File: config.mk
export PLATFORM = sky130hd
export DESIGN_NAME = point_tile_crop_bbox
export DESIGN_NICKNAME = d
export VERILOG_FILES = /design/src/hw/rtl/ptcb_pkg.sv /design/src/hw/rtl/ptcb_front.sv /design/src/hw/rtl/ptcb_queue.sv /design/src/hw/rtl/ptcb_back.sv /design/src/hw/rtl/point_tile_crop_bbox.sv
export SDC_FILE = /design/constraint.sdc
export NUM_CORES = 2
export LEC_CHECK = 0
export ABC_CLOCK_PERIOD_IN_PS = 13000
export BUFFER_PORTS_ARGS = -buffer_cell sky130_fd_sc_hd__buf_2
export CAP_MARGIN = 20
export CORE_ASPECT_RATIO = 1.75
export CORE_MARGIN = 2
export CORE_UTILIZATION = 50
export DETAILED_ROUTE_END_ITERATION = 16
export PLACE_DENSITY = 0.68
export REMOVE_ABC_BUFFERS = 1
export SLEW_MARGIN = 5
export SYNTH_ARGS = -nofsm -noshare
export SYNTH_HDL_FRONTEND = slang
export SYNTH_SLANG_ARGS = --single-unit
File: constraint.sdc
create_clock -name i_clk -period 13 [get_ports i_clk]
set_input_delay 3.25 -clock i_clk [delete_from_list [all_inputs] [get_ports i_clk]]
set_output_delay 3.25 -clock i_clk [all_outputs]
set_load 0.01 [all_outputs]
File: src/hw/rtl/ptcb_pkg.sv
// Shared types and constants for the point tile crop and bounding box block.
// Depends on nothing; every other file of the block imports it.
`default_nettype none

package ptcb_pkg;

    // Width of the configuration write port and of the register index.
    localparam int CFG_DATA_BITS = 64;
    localparam int CFG_IDX_BITS  = 3;

    // Register indexes of the configuration port.
    localparam logic [CFG_IDX_BITS-1:0] CFG_FILTER_MODE  = 3'd0;
    localparam logic [CFG_IDX_BITS-1:0] CFG_CROP_X_PAIR  = 3'd1;
    localparam logic [CFG_IDX_BITS-1:0] CFG_CROP_Y_PAIR  = 3'd2;
    localparam logic [CFG_IDX_BITS-1:0] CFG_CROP_Z_PAIR  = 3'd3;
    localparam logic [CFG_IDX_BITS-1:0] CFG_TILE_X_PAIR  = 3'd4;
    localparam logic [CFG_IDX_BITS-1:0] CFG_TILE_Y_PAIR  = 3'd5;
    localparam logic [CFG_IDX_BITS-1:0] CFG_BUFFER_WIDTH = 3'd6;

    // Bits of the filter mode register.
    localparam int FILTER_XY_BIT = 0;
    localparam int FILTER_Z_BIT  = 1;

    // One input item.
    typedef struct packed {
        logic signed [31:0] point_x;
        logic signed [31:0] point_y;
        logic signed [31:0] point_z;
        logic               end_of_task;
    } t_point_in;

    // One result item.
    typedef struct packed {
        logic               keep;
        logic signed [31:0] box_min_x;
        logic signed [31:0] box_min_y;
        logic signed [31:0] box_min_z;
        logic signed [31:0] box_max_x;
        logic signed [31:0] box_max_y;
        logic signed [31:0] box_max_z;
        logic        [31:0] kept_total;
        logic               box_empty;
        logic               task_done;
    } t_box_out;

    // Window settings seen by the classifier. Tile bounds already include
    // the buffer margin, so they need one bit more than the raw pairs.
    typedef struct packed {
        logic        [1:0]  filter_mode;
        logic signed [31:0] crop_x_lo;
        logic signed [31:0] crop_x_hi;
        logic signed [31:0] crop_y_lo;
        logic signed [31:0] crop_y_hi;
        logic signed [31:0] crop_z_lo;
        logic signed [31:0] crop_z_hi;
        logic signed [32:0] tile_x_lo;
        logic signed [32:0] tile_x_hi;
        logic signed [32:0] tile_y_lo;
        logic signed [32:0] tile_y_hi;
    } t_window_cfg;

    // A classified point as it waits in the queue between front and back.
    typedef struct packed {
        logic        keep;
        logic        end_of_task;
        logic [31:0] point_x;
        logic [31:0] point_y;
        logic [31:0] point_z;
    } t_cls_item;

    // Queue status seen by the two sides.
    typedef struct packed {
        logic full;
        logic head_valid;
    } t_queue_status;

endpackage

`default_nettype wire

File: src/hw/rtl/ptcb_front.sv
// Front classifier: applies the crop filter and the buffered tile test to one point.
// Depends on ptcb_pkg.
`default_nettype none

module ptcb_front
    import ptcb_pkg::*;
#(
    parameter int COORD_BITS = 32
) (
    input  wire t_point_in   i_point,
    input  wire t_window_cfg i_cfg,
    output t_cls_item        o_item
);

    localparam int CMP_W = ((COORD_BITS > 32) ? COORD_BITS : 32) + 2;

    logic [COORD_BITS-1:0] cx, cy, cz;
    logic signed [CMP_W-1:0] x, y, z;
    logic crop_pass;
    logic tile_pass;

    // Fold the 32-bit fields into the coordinate grid width.
    if (COORD_BITS <= 32) begin : g_narrow
        assign cx = i_point.point_x[COORD_BITS-1:0];
        assign cy = i_point.point_y[COORD_BITS-1:0];
        assign cz = i_point.point_z[COORD_BITS-1:0];
    end else begin : g_wide
        assign cx = {{(COORD_BITS-32){1'b0}}, i_point.point_x};
        assign cy = {{(COORD_BITS-32){1'b0}}, i_point.point_y};
        assign cz = {{(COORD_BITS-32){1'b0}}, i_point.point_z};
    end

    assign x = $signed({{(CMP_W-COORD_BITS){cx[COORD_BITS-1]}}, cx});
    assign y = $signed({{(CMP_W-COORD_BITS){cy[COORD_BITS-1]}}, cy});
    assign z = $signed({{(CMP_W-COORD_BITS){cz[COORD_BITS-1]}}, cz});

    function automatic logic in_range(input logic signed [CMP_W-1:0] v,
                                      input logic signed [32:0] lo,
                                      input logic signed [32:0] hi);
        logic signed [CMP_W-1:0] lo_e;
        logic signed [CMP_W-1:0] hi_e;
        lo_e = $signed({{(CMP_W-33){lo[32]}}, lo});
        hi_e = $signed({{(CMP_W-33){hi[32]}}, hi});
        return (v >= lo_e) && (v <= hi_e);
    endfunction

    always_comb begin
        if (i_cfg.filter_mode[FILTER_XY_BIT]) begin
            crop_pass = in_range(x, {i_cfg.crop_x_lo[31], i_cfg.crop_x_lo},
                                 {i_cfg.crop_x_hi[31], i_cfg.crop_x_hi})
                     && in_range(y, {i_cfg.crop_y_lo[31], i_cfg.crop_y_lo},
                                 {i_cfg.crop_y_hi[31], i_cfg.crop_y_hi});
        end else if (i_cfg.filter_mode[FILTER_Z_BIT]) begin
            crop_pass = in_range(z, {i_cfg.crop_z_lo[31], i_cfg.crop_z_lo},
                                 {i_cfg.crop_z_hi[31], i_cfg.crop_z_hi});
        end else begin
            crop_pass = 1'b1;
        end
    end

    assign tile_pass = in_range(x, i_cfg.tile_x_lo, i_cfg.tile_x_hi)
                    && in_range(y, i_cfg.tile_y_lo, i_cfg.tile_y_hi);

    assign o_item.keep        = crop_pass && tile_pass;
    assign o_item.end_of_task = i_point.end_of_task;
    assign o_item.point_x     = i_point.point_x;
    assign o_item.point_y     = i_point.point_y;
    assign o_item.point_z     = i_point.point_z;

endmodule

`default_nettype wire

File: src/hw/rtl/ptcb_queue.sv
// Two-entry queue that holds classified points between front and back.
// Depends on ptcb_pkg.
`default_nettype none

module ptcb_queue
    import ptcb_pkg::*;
(
    input  wire            i_clk,
    input  wire            i_rst_n,
    input  wire            i_push,
    input  wire t_cls_item i_item,
    input  wire            i_pop,
    output t_cls_item      o_head,
    output t_queue_status  o_status
);

    t_cls_item  r_mem [2];
    logic       r_wr_ptr, n_wr_ptr;
    logic       r_rd_ptr, n_rd_ptr;
    logic [1:0] r_count, n_count;

    always_comb begin
        n_wr_ptr = r_wr_ptr ^ i_push;
        n_rd_ptr = r_rd_ptr ^ i_pop;
        n_count  = r_count + {1'b0, i_push} - {1'b0, i_pop};
    end

    always_ff @(posedge i_clk) begin
        if (!i_rst_n) begin
            r_wr_ptr <= 1'b0;
            r_rd_ptr <= 1'b0;
            r_count  <= 2'd0;
        end else begin
            r_wr_ptr <= n_wr_ptr;
            r_rd_ptr <= n_rd_ptr;
            r_count  <= n_count;
        end
    end

    always_ff @(posedge i_clk) begin
        if (i_push) begin
            r_mem[r_wr_ptr] <= i_item;
        end
    end

    assign o_head              = r_mem[r_rd_ptr];
    assign o_status.full       = r_count[1];
    assign o_status.head_valid = (r_count != 2'd0);

endmodule

`default_nettype wire

File: src/hw/rtl/ptcb_back.sv
// Back end: updates the running box and kept count, and holds the result register.
// Depends on ptcb_pkg.
`default_nettype none

module ptcb_back
    import ptcb_pkg::*;
#(
    parameter int COORD_BITS = 32
) (
    input  wire            i_clk,
    input  wire            i_rst_n,
    input  wire t_cls_item i_head,
    input  wire            i_head_valid,
    output logic           o_pop,
    input  wire            i_out_stall,
    output logic           o_out_valid,
    output t_box_out       o_out_box
);

    localparam int CMP_W = ((COORD_BITS > 32) ? COORD_BITS : 32) + 2;
    localparam logic [COORD_BITS-1:0] COORD_TOP = {1'b0, {(COORD_BITS-1){1'b1}}};
    localparam logic [COORD_BITS-1:0] COORD_BOT = {1'b1, {(COORD_BITS-1){1'b0}}};

    logic [COORD_BITS-1:0] cx, cy, cz;

    logic signed [COORD_BITS-1:0] r_min_x, r_min_y, r_min_z;
    logic signed [COORD_BITS-1:0] r_max_x, r_max_y, r_max_z;
    logic signed [COORD_BITS-1:0] n_min_x, n_min_y, n_min_z;
    logic signed [COORD_BITS-1:0] n_max_x, n_max_y, n_max_z;
    logic [31:0] r_count, n_count;
    logic        r_none, n_none;

    logic     r_out_valid;
    t_box_out r_out, n_out;

    if (COORD_BITS <= 32) begin : g_narrow
        assign cx = i_head.point_x[COORD_BITS-1:0];
        assign cy = i_head.point_y[COORD_BITS-1:0];
        assign cz = i_head.point_z[COORD_BITS-1:0];
    end else begin : g_wide
        assign cx = {{(COORD_BITS-32){1'b0}}, i_head.point_x};
        assign cy = {{(COORD_BITS-32){1'b0}}, i_head.point_y};
        assign cz = {{(COORD_BITS-32){1'b0}}, i_head.point_z};
    end

    function automatic logic [31:0] to_field(input logic [COORD_BITS-1:0] v);
        logic [CMP_W-1:0] e;
        e = {{(CMP_W-COORD_BITS){v[COORD_BITS-1]}}, v};
        return e[31:0];
    endfunction

    // Take the head whenever the result register is free or being emptied.
    assign o_pop = i_head_valid && (!r_out_valid || !i_out_stall);

    always_comb begin
        n_min_x = r_min_x;
        n_min_y = r_min_y;
        n_min_z = r_min_z;
        n_max_x = r_max_x;
        n_max_y = r_max_y;
        n_max_z = r_max_z;
        n_count = r_count;
        n_none  = r_none;
        if (i_head.keep) begin
            if ($signed(cx) < r_min_x) n_min_x = $signed(cx);
            if ($signed(cx) > r_max_x) n_max_x = $signed(cx);
            if ($signed(cy) < r_min_y) n_min_y = $signed(cy);
            if ($signed(cy) > r_max_y) n_max_y = $signed(cy);
            if ($signed(cz) < r_min_z) n_min_z = $signed(cz);
            if ($signed(cz) > r_max_z) n_max_z = $signed(cz);
            if (r_count != 32'hFFFF_FFFF) n_count = r_count + 32'd1;
            n_none = 1'b0;
        end
    end

    always_comb begin
        n_out.keep        = i_head.keep;
        n_out.kept_total  = n_count;
        n_out.box_empty   = n_none;
        n_out.task_done   = i_head.end_of_task;
        if (n_none) begin
            n_out.box_min_x = '0;
            n_out.box_min_y = '0;
            n_out.box_min_z = '0;
            n_out.box_max_x = '0;
            n_out.box_max_y = '0;
            n_out.box_max_z = '0;
        end else begin
            n_out.box_min_x = to_field(n_min_x);
            n_out.box_min_y = to_field(n_min_y);
            n_out.box_min_z = to_field(n_min_z);
            n_out.box_max_x = to_field(n_max_x);
            n_out.box_max_y = to_field(n_max_y);
            n_out.box_max_z = to_field(n_max_z);
        end
    end

    always_ff @(posedge i_clk) begin
        if (!i_rst_n) begin
            r_min_x <= COORD_TOP;
            r_min_y <= COORD_TOP;
            r_min_z <= COORD_TOP;
            r_max_x <= COORD_BOT;
            r_max_y <= COORD_BOT;
            r_max_z <= COORD_BOT;
            r_count <= '0;
            r_none  <= 1'b1;
        end else if (o_pop) begin
            if (i_head.end_of_task) begin
                r_min_x <= COORD_TOP;
                r_min_y <= COORD_TOP;
                r_min_z <= COORD_TOP;
                r_max_x <= COORD_BOT;
                r_max_y <= COORD_BOT;
                r_max_z <= COORD_BOT;
                r_count <= '0;
                r_none  <= 1'b1;
            end else begin
                r_min_x <= n_min_x;
                r_min_y <= n_min_y;
                r_min_z <= n_min_z;
                r_max_x <= n_max_x;
                r_max_y <= n_max_y;
                r_max_z <= n_max_z;
                r_count <= n_count;
                r_none  <= n_none;
            end
        end
    end

    always_ff @(posedge i_clk) begin
        if (!i_rst_n) begin
            r_out_valid <= 1'b0;
        end else if (o_pop) begin
            r_out_valid <= 1'b1;
        end else if (!i_out_stall) begin
            r_out_valid <= 1'b0;
        end
    end

    always_ff @(posedge i_clk) begin
        if (o_pop) begin
            r_out <= n_out;
        end
    end

    assign o_out_valid = r_out_valid;
    assign o_out_box   = r_out;

endmodule

`default_nettype wire

File: src/hw/rtl/point_tile_crop_bbox.sv
// Top level of the point tile crop and bounding box block.
// Depends on ptcb_pkg, ptcb_front, ptcb_queue and ptcb_back.
`default_nettype none

// Channel   | Handshake                        | Payload
// ----------+----------------------------------+--------------------------
// points in | i_in_valid / o_in_stall          | i_in_point  (t_point_in)
// box out   | o_out_valid / i_out_stall        | o_out_box   (t_box_out)
// config    | i_cfg_we, i_cfg_idx              | i_cfg_wdata (64 bits)
//
// The block takes one item per cycle while o_in_stall is low and returns
// one result per item; an item passes the queue and then the result register.
// The rate is set by the back end's running min/max update loop.
// Reset is synchronous and active low; it clears the registers, the queue
// and the running box. While reset is held the input stalls and no result
// is offered. Outside reset o_in_stall rises only when the two-entry queue
// is full, so an output stall reaches the input after at most two further items.

module point_tile_crop_bbox
    import ptcb_pkg::*;
#(
    parameter int COORD_BITS = 32
) (
    input  wire                     i_clk,
    input  wire                     i_rst_n,
    input  wire                     i_in_valid,
    output logic                    o_in_stall,
    input  wire t_point_in          i_in_point,
    output logic                    o_out_valid,
    input  wire                     i_out_stall,
    output t_box_out                o_out_box,
    input  wire                     i_cfg_we,
    input  wire [CFG_IDX_BITS-1:0]  i_cfg_idx,
    input  wire [CFG_DATA_BITS-1:0] i_cfg_wdata
);

    // Configuration registers, as written through the port.
    logic [1:0]  r_filter_mode;
    logic [63:0] r_crop_x_pair;
    logic [63:0] r_crop_y_pair;
    logic [63:0] r_crop_z_pair;
    logic [63:0] r_tile_x_pair;
    logic [63:0] r_tile_y_pair;
    logic [30:0] r_buffer_width;

    // Tile window with the buffer margin applied. These follow the raw
    // registers in the same cycle, so a point right after a write sees it.
    logic signed [32:0] tile_x_lo, tile_x_hi;
    logic signed [32:0] tile_y_lo, tile_y_hi;

    t_window_cfg   win_cfg;
    t_cls_item     front_item;
    t_cls_item     head_item;
    t_queue_status q_status;
    logic          push;
    logic          pop;
    logic          back_valid;

    always_ff @(posedge i_clk) begin
        if (!i_rst_n) begin
            r_filter_mode  <= '0;
            r_crop_x_pair  <= '0;
            r_crop_y_pair  <= '0;
            r_crop_z_pair  <= '0;
            r_tile_x_pair  <= '0;
            r_tile_y_pair  <= '0;
            r_buffer_width <= '0;
        end else if (i_cfg_we) begin
            case (i_cfg_idx)
                CFG_FILTER_MODE:  r_filter_mode  <= i_cfg_wdata[1:0];
                CFG_CROP_X_PAIR:  r_crop_x_pair  <= i_cfg_wdata;
                CFG_CROP_Y_PAIR:  r_crop_y_pair  <= i_cfg_wdata;
                CFG_CROP_Z_PAIR:  r_crop_z_pair  <= i_cfg_wdata;
                CFG_TILE_X_PAIR:  r_tile_x_pair  <= i_cfg_wdata;
                CFG_TILE_Y_PAIR:  r_tile_y_pair  <= i_cfg_wdata;
                CFG_BUFFER_WIDTH: r_buffer_width <= i_cfg_wdata[30:0];
                default: ;
            endcase
        end
    end

    always_comb begin
        tile_x_lo = $signed({r_tile_x_pair[31], r_tile_x_pair[31:0]})
                  - $signed({2'b00, r_buffer_width});
        tile_x_hi = $signed({r_tile_x_pair[63], r_tile_x_pair[63:32]})
                  + $signed({2'b00, r_buffer_width});
        tile_y_lo = $signed({r_tile_y_pair[31], r_tile_y_pair[31:0]})
                  - $signed({2'b00, r_buffer_width});
        tile_y_hi = $signed({r_tile_y_pair[63], r_tile_y_pair[63:32]})
                  + $signed({2'b00, r_buffer_width});
    end

    always_comb begin
        win_cfg.filter_mode = r_filter_mode;
        win_cfg.crop_x_lo   = $signed(r_crop_x_pair[31:0]);
        win_cfg.crop_x_hi   = $signed(r_crop_x_pair[63:32]);
        win_cfg.crop_y_lo   = $signed(r_crop_y_pair[31:0]);
        win_cfg.crop_y_hi   = $signed(r_crop_y_pair[63:32]);
        win_cfg.crop_z_lo   = $signed(r_crop_z_pair[31:0]);
        win_cfg.crop_z_hi   = $signed(r_crop_z_pair[63:32]);
        win_cfg.tile_x_lo   = tile_x_lo;
        win_cfg.tile_x_hi   = tile_x_hi;
        win_cfg.tile_y_lo   = tile_y_lo;
        win_cfg.tile_y_hi   = tile_y_hi;
    end

    // The front classifies each point as it arrives and writes the verdict
    // into the queue in the same cycle.
    ptcb_front #(
        .COORD_BITS (COORD_BITS)
    ) u_front (
        .i_point (i_in_point),
        .i_cfg   (win_cfg),
        .o_item  (front_item)
    );

    // No item is taken while reset is held.
    assign o_in_stall = q_status.full || !i_rst_n;
    assign push       = i_in_valid && !o_in_stall;

    ptcb_queue u_queue (
        .i_clk    (i_clk),
        .i_rst_n  (i_rst_n),
        .i_push   (push),
        .i_item   (front_item),
        .i_pop    (pop),
        .o_head   (head_item),
        .o_status (q_status)
    );

    // The back owns the running box and the result register.
    ptcb_back #(
        .COORD_BITS (COORD_BITS)
    ) u_back (
        .i_clk        (i_clk),
        .i_rst_n      (i_rst_n),
        .i_head       (head_item),
        .i_head_valid (q_status.head_valid),
        .o_pop        (pop),
        .i_out_stall  (i_out_stall),
        .o_out_valid  (back_valid),
        .o_out_box    (o_out_box)
    );

    // A result is offered only outside reset.
    assign o_out_valid = back_valid && i_rst_n;

endmodule

`default_nettype wire

==> flow_summary_export.csv <==
group,metric,value,unit
floorplanning,die_h,449,um
place,io_buffers,397,
synthesis,synth.top_cells.by_count,"885 x nand2_1, 660 x a21oi_1, 642 x ha_1",
synthesis,yosysUniqueCellTypes,76,
floorplanning,num_io_pins,398,
drt,wl_per_cell,22.5,um
worst_setup_path,r2r_start,"r_buffer_width[0]",
hold_path,hold_class,"flip-flop to flip-flop",
cells_and_area,area_growth,12.0,%
synthesis,synth_ff_type,"dfxtp_1",
cells_and_area,nNetsFinal,7109,
hold_path,min_from,"r_crop_x_pair[2]",
worst_setup_path,cp-end-kind,"output pin",
worst_setup_path,crit_path_start,"i_rst_n",
timing,max_freq,0.139,GHz
drt,dr.pass1.iters,5,
hold_path,whs_path_depth,2,
power,power_density,166,mW/mm2
synthesis,synth_most_common_cell,"nand2_1",
cells_and_area,finalInstanceArea,0.0634,mm2
place,dpl_cell_area,0.0599,mm2
clock_tree,post_cts_buffers,0,
synthesis,synth.top_cell.area_share,22.4,%
floorplanning,start_util,50.3,%
place,place_hpwl,133,mm
floorplanning,coreArea,0.113,mm2
global_routing,grt_pass1_vias,44381,
floorplanning,core.rowCount,163,
floorplanning,dieArea,0.116,mm2
synthesis,synth.avg_cell_area,9.39,um2
worst_setup_path,cp.arrival,3.97,ns
outcome,status,"finished, final reports clean",
worst_setup_path,cp_slowest_cell,"buf_2",
clock_tree,cts_tree,"built",
worst_setup_path,reg2reg_slack,6.76,ns
drt,dr.first_iter.drc_count,3406,
clock_tree,cts_resized,0,
worst_setup_path,slowest_delay,0.39,ns
power,leakagePower,25.6,nW
synthesis,synth-edff-count,423,
worst_setup_path,criticalPathCategory,"input pin to output pin",
clock_tree,cts_hold_buf,0,
synthesis,ys_ff_latch,1007,
worst_setup_path,worstSetupPathDepth,3,
synthesis,synthArstFlopShare,0,%
worst_setup_path,reg2regPathDepth,22,
clock_tree,cts_buffers,96,
synthesis,synth.area.top_cells,"edfxtp_1 22%, dfxtp_1 21%, ha_1 14%",
place,place.gp.congestion,0.982,
clock_tree,clk_latency,0.72,ns
timing,hold_viol,0,
worst_setup_path,crit_path_max_fanout,13,
timing,fin_ws,5.78,ns
floorplanning,die_w,258,um
timing,fin_skew,0.0399,ns
worst_setup_path,worstSetupStartpointType,"input pin",
flow_run,drv_cap,0,
timing,min_period,7.22,ns
worst_setup_path,reg2reg_to,"u_queue.r_mem[0][97]",
timing,drv_slew,0,
clock_tree,cts_buffer_depth,3,
drt,viasPerCell,5.88,
synthesis,yosysTopAreaCell,"edfxtp_1",
clock_tree,cts_sinks,1007,
cells_and_area,drive_gt1_share,11.9,%
clock_tree,clkTransAtPathRegs,0.06,ns
power,vdd_ir_drop_max,0.127,mV
global_routing,grt_pass1_wl,264,mm
place,place_ws,5.79,ns
clock_tree,cts_root_buf,"clkbuf_16",
synthesis,syn-cell-area,0.0566,mm2
drt,ant_nets,0,
timing,worst_slew_pin_slew,1.12,ns
worst_setup_path,critPathRequiredTime,9.75,ns
drt,routed_wl,177,mm
global_routing,overflow,0,
worst_setup_path,worstPathCellList,"buf_2 -> and2_1 -> buf_2",
synthesis,synthCells,6027,
worst_setup_path,crit_top_cell,"buf_2",
global_routing,grt_max_degree,171,
synthesis,seq_area_frac_synth,43.1,%
timing,rsz0062_at_grt,"no",
drt,dr_total_vias,46339,
worst_setup_path,path_delay_family,"buffers and inverters",
clock_tree,htreeDepth,3,
global_routing,antenna_found_initial,31,
worst_setup_path,crit_buf_inv,2,
timing,slew-limit-headroom,25.3,%
hold_path,holdPathEnd,"r_crop_x_pair[2]",
global_routing,grtUsageTotal,30.0,%
timing,fin_crit_sh,55.5,%
synthesis,synth_warnings,0,
timing,setup_viol,0,
drt,remaining_drc_errors,0,
kinds of logic (layout without fill, tap and decap cells):
group	count (synthesis)	count (layout)	share of synthesized area, %
AOI/OAI and AO/OA	1677	1677	20.0
DFF	1007	1007	43.1
muxes	108	108	1.99
and+or+nand+nor	1621	1621	12.8
other	0	18	0
xor gates and xnor gates	133	133	2.06
adders and majority gates	646	646	14.3
buffers and inverters	835	1183	5.72
layout make-up:
cell class                 instances  area (um2)
antenna                           18        45.0
clock buffer                     109        2480
clock inverter                    70         945
fill                           10123       49200
inverter                         559        2120
multi-input combinational       4185       29100
sequential                      1007       24400
tap                             1485        1860
timing repair buffer             445        2380
how the worst max path moves through the flow:
stage | endpoint | slack, ns
2_1_floorplan | u_back.r_max_x[10] | -1.74
3_3_place_gp | o_out_valid | 5.78
3_5_place_dp | o_out_valid | 5.79
4_1_cts | o_out_valid | 5.79
5_1_grt | o_out_valid | 5.74
6_report | o_out_valid | 5.78
routing by layer:
layer | global-route usage [%] | wire length (um) | vias up
li1 | - | - | 22160
met5 | 0 | 134 | -
met2 | 51.0 | 85100 | 1647
met3 | 4.42 | 10900 | 556
met1 | 34.1 | 66100 | 21956
met4 | 22.2 | 14800 | 20
flip-flops by register name, indices dropped and copies added, names as in the netlist, named ones only:
signal and cells:
r_tile_x_pair 64, u_back.r_none 1, r_tile_y_pair 64, r_filter_mode 2, u_back.r_max_y 32, u_back.r_min_z 32, u_queue.r_count 2, u_queue.r_wr_ptr 1
u_back.r_max_z 32, u_back.o_out_valid 1, r_crop_x_pair 64, u_back.r_min_x 32, u_back.r_count 32, u_back.r_min_y 32, r_crop_y_pair 64, u_queue.r_mem 196
u_queue.r_rd_ptr 1, u_back.r_max_x 32, r_buffer_width 31, u_back.o_out_box 227, r_crop_z_pair 64
stage by stage:
stage          power, W  TNS (ns)  utilization [%]  std cells  hold WS, ns
2_1_floorplan   0.00631   -243.13                -       5751        0.436
3_3_place_gp    0.00741         0             53.2       7680        0.441
3_5_place_dp    0.00747         0             53.2       7680        0.447
4_1_cts          0.0105         0             56.2       7859        0.455
5_1_grt          0.0110         0             56.2       7864        0.468
6_report         0.0105         0             56.3       7878        0.453
cell usage in the layout, fill, tap and decap left out, types with 55 or more instances in the layout:
cell type,instances
a21oi_1,658
xor2_1,70
edfxtp_1,423
buf_2,397
clkbuf_16,97
ha_1,640
dfxtp_1,583
xnor2_1,63
a2bb2oi_2,87
inv_1,554
nor2_1,241
mux2i_1,99
o32ai_1,61
nor3_1,55
a211oi_1,179
o21ai_0,194
nand3_1,73
nand4_1,152
nand2_1,882
a21o_1,219
tightest hold or removal path, stage by stage, from the launching register on:
cell     delay, ns
dfxtp_1       0.31
nand2_1       0.05
a21oi_1       0.05
power breakdown:
part           internal [W]  switching (W)  total, W
clock               0.00178        0.00130   0.00308
combinational       0.00113        0.00214   0.00327
sequential          0.00396       0.000203   0.00416
total               0.00687        0.00364    0.0105
No activity file was read; power rests on OpenSTA's default activity.
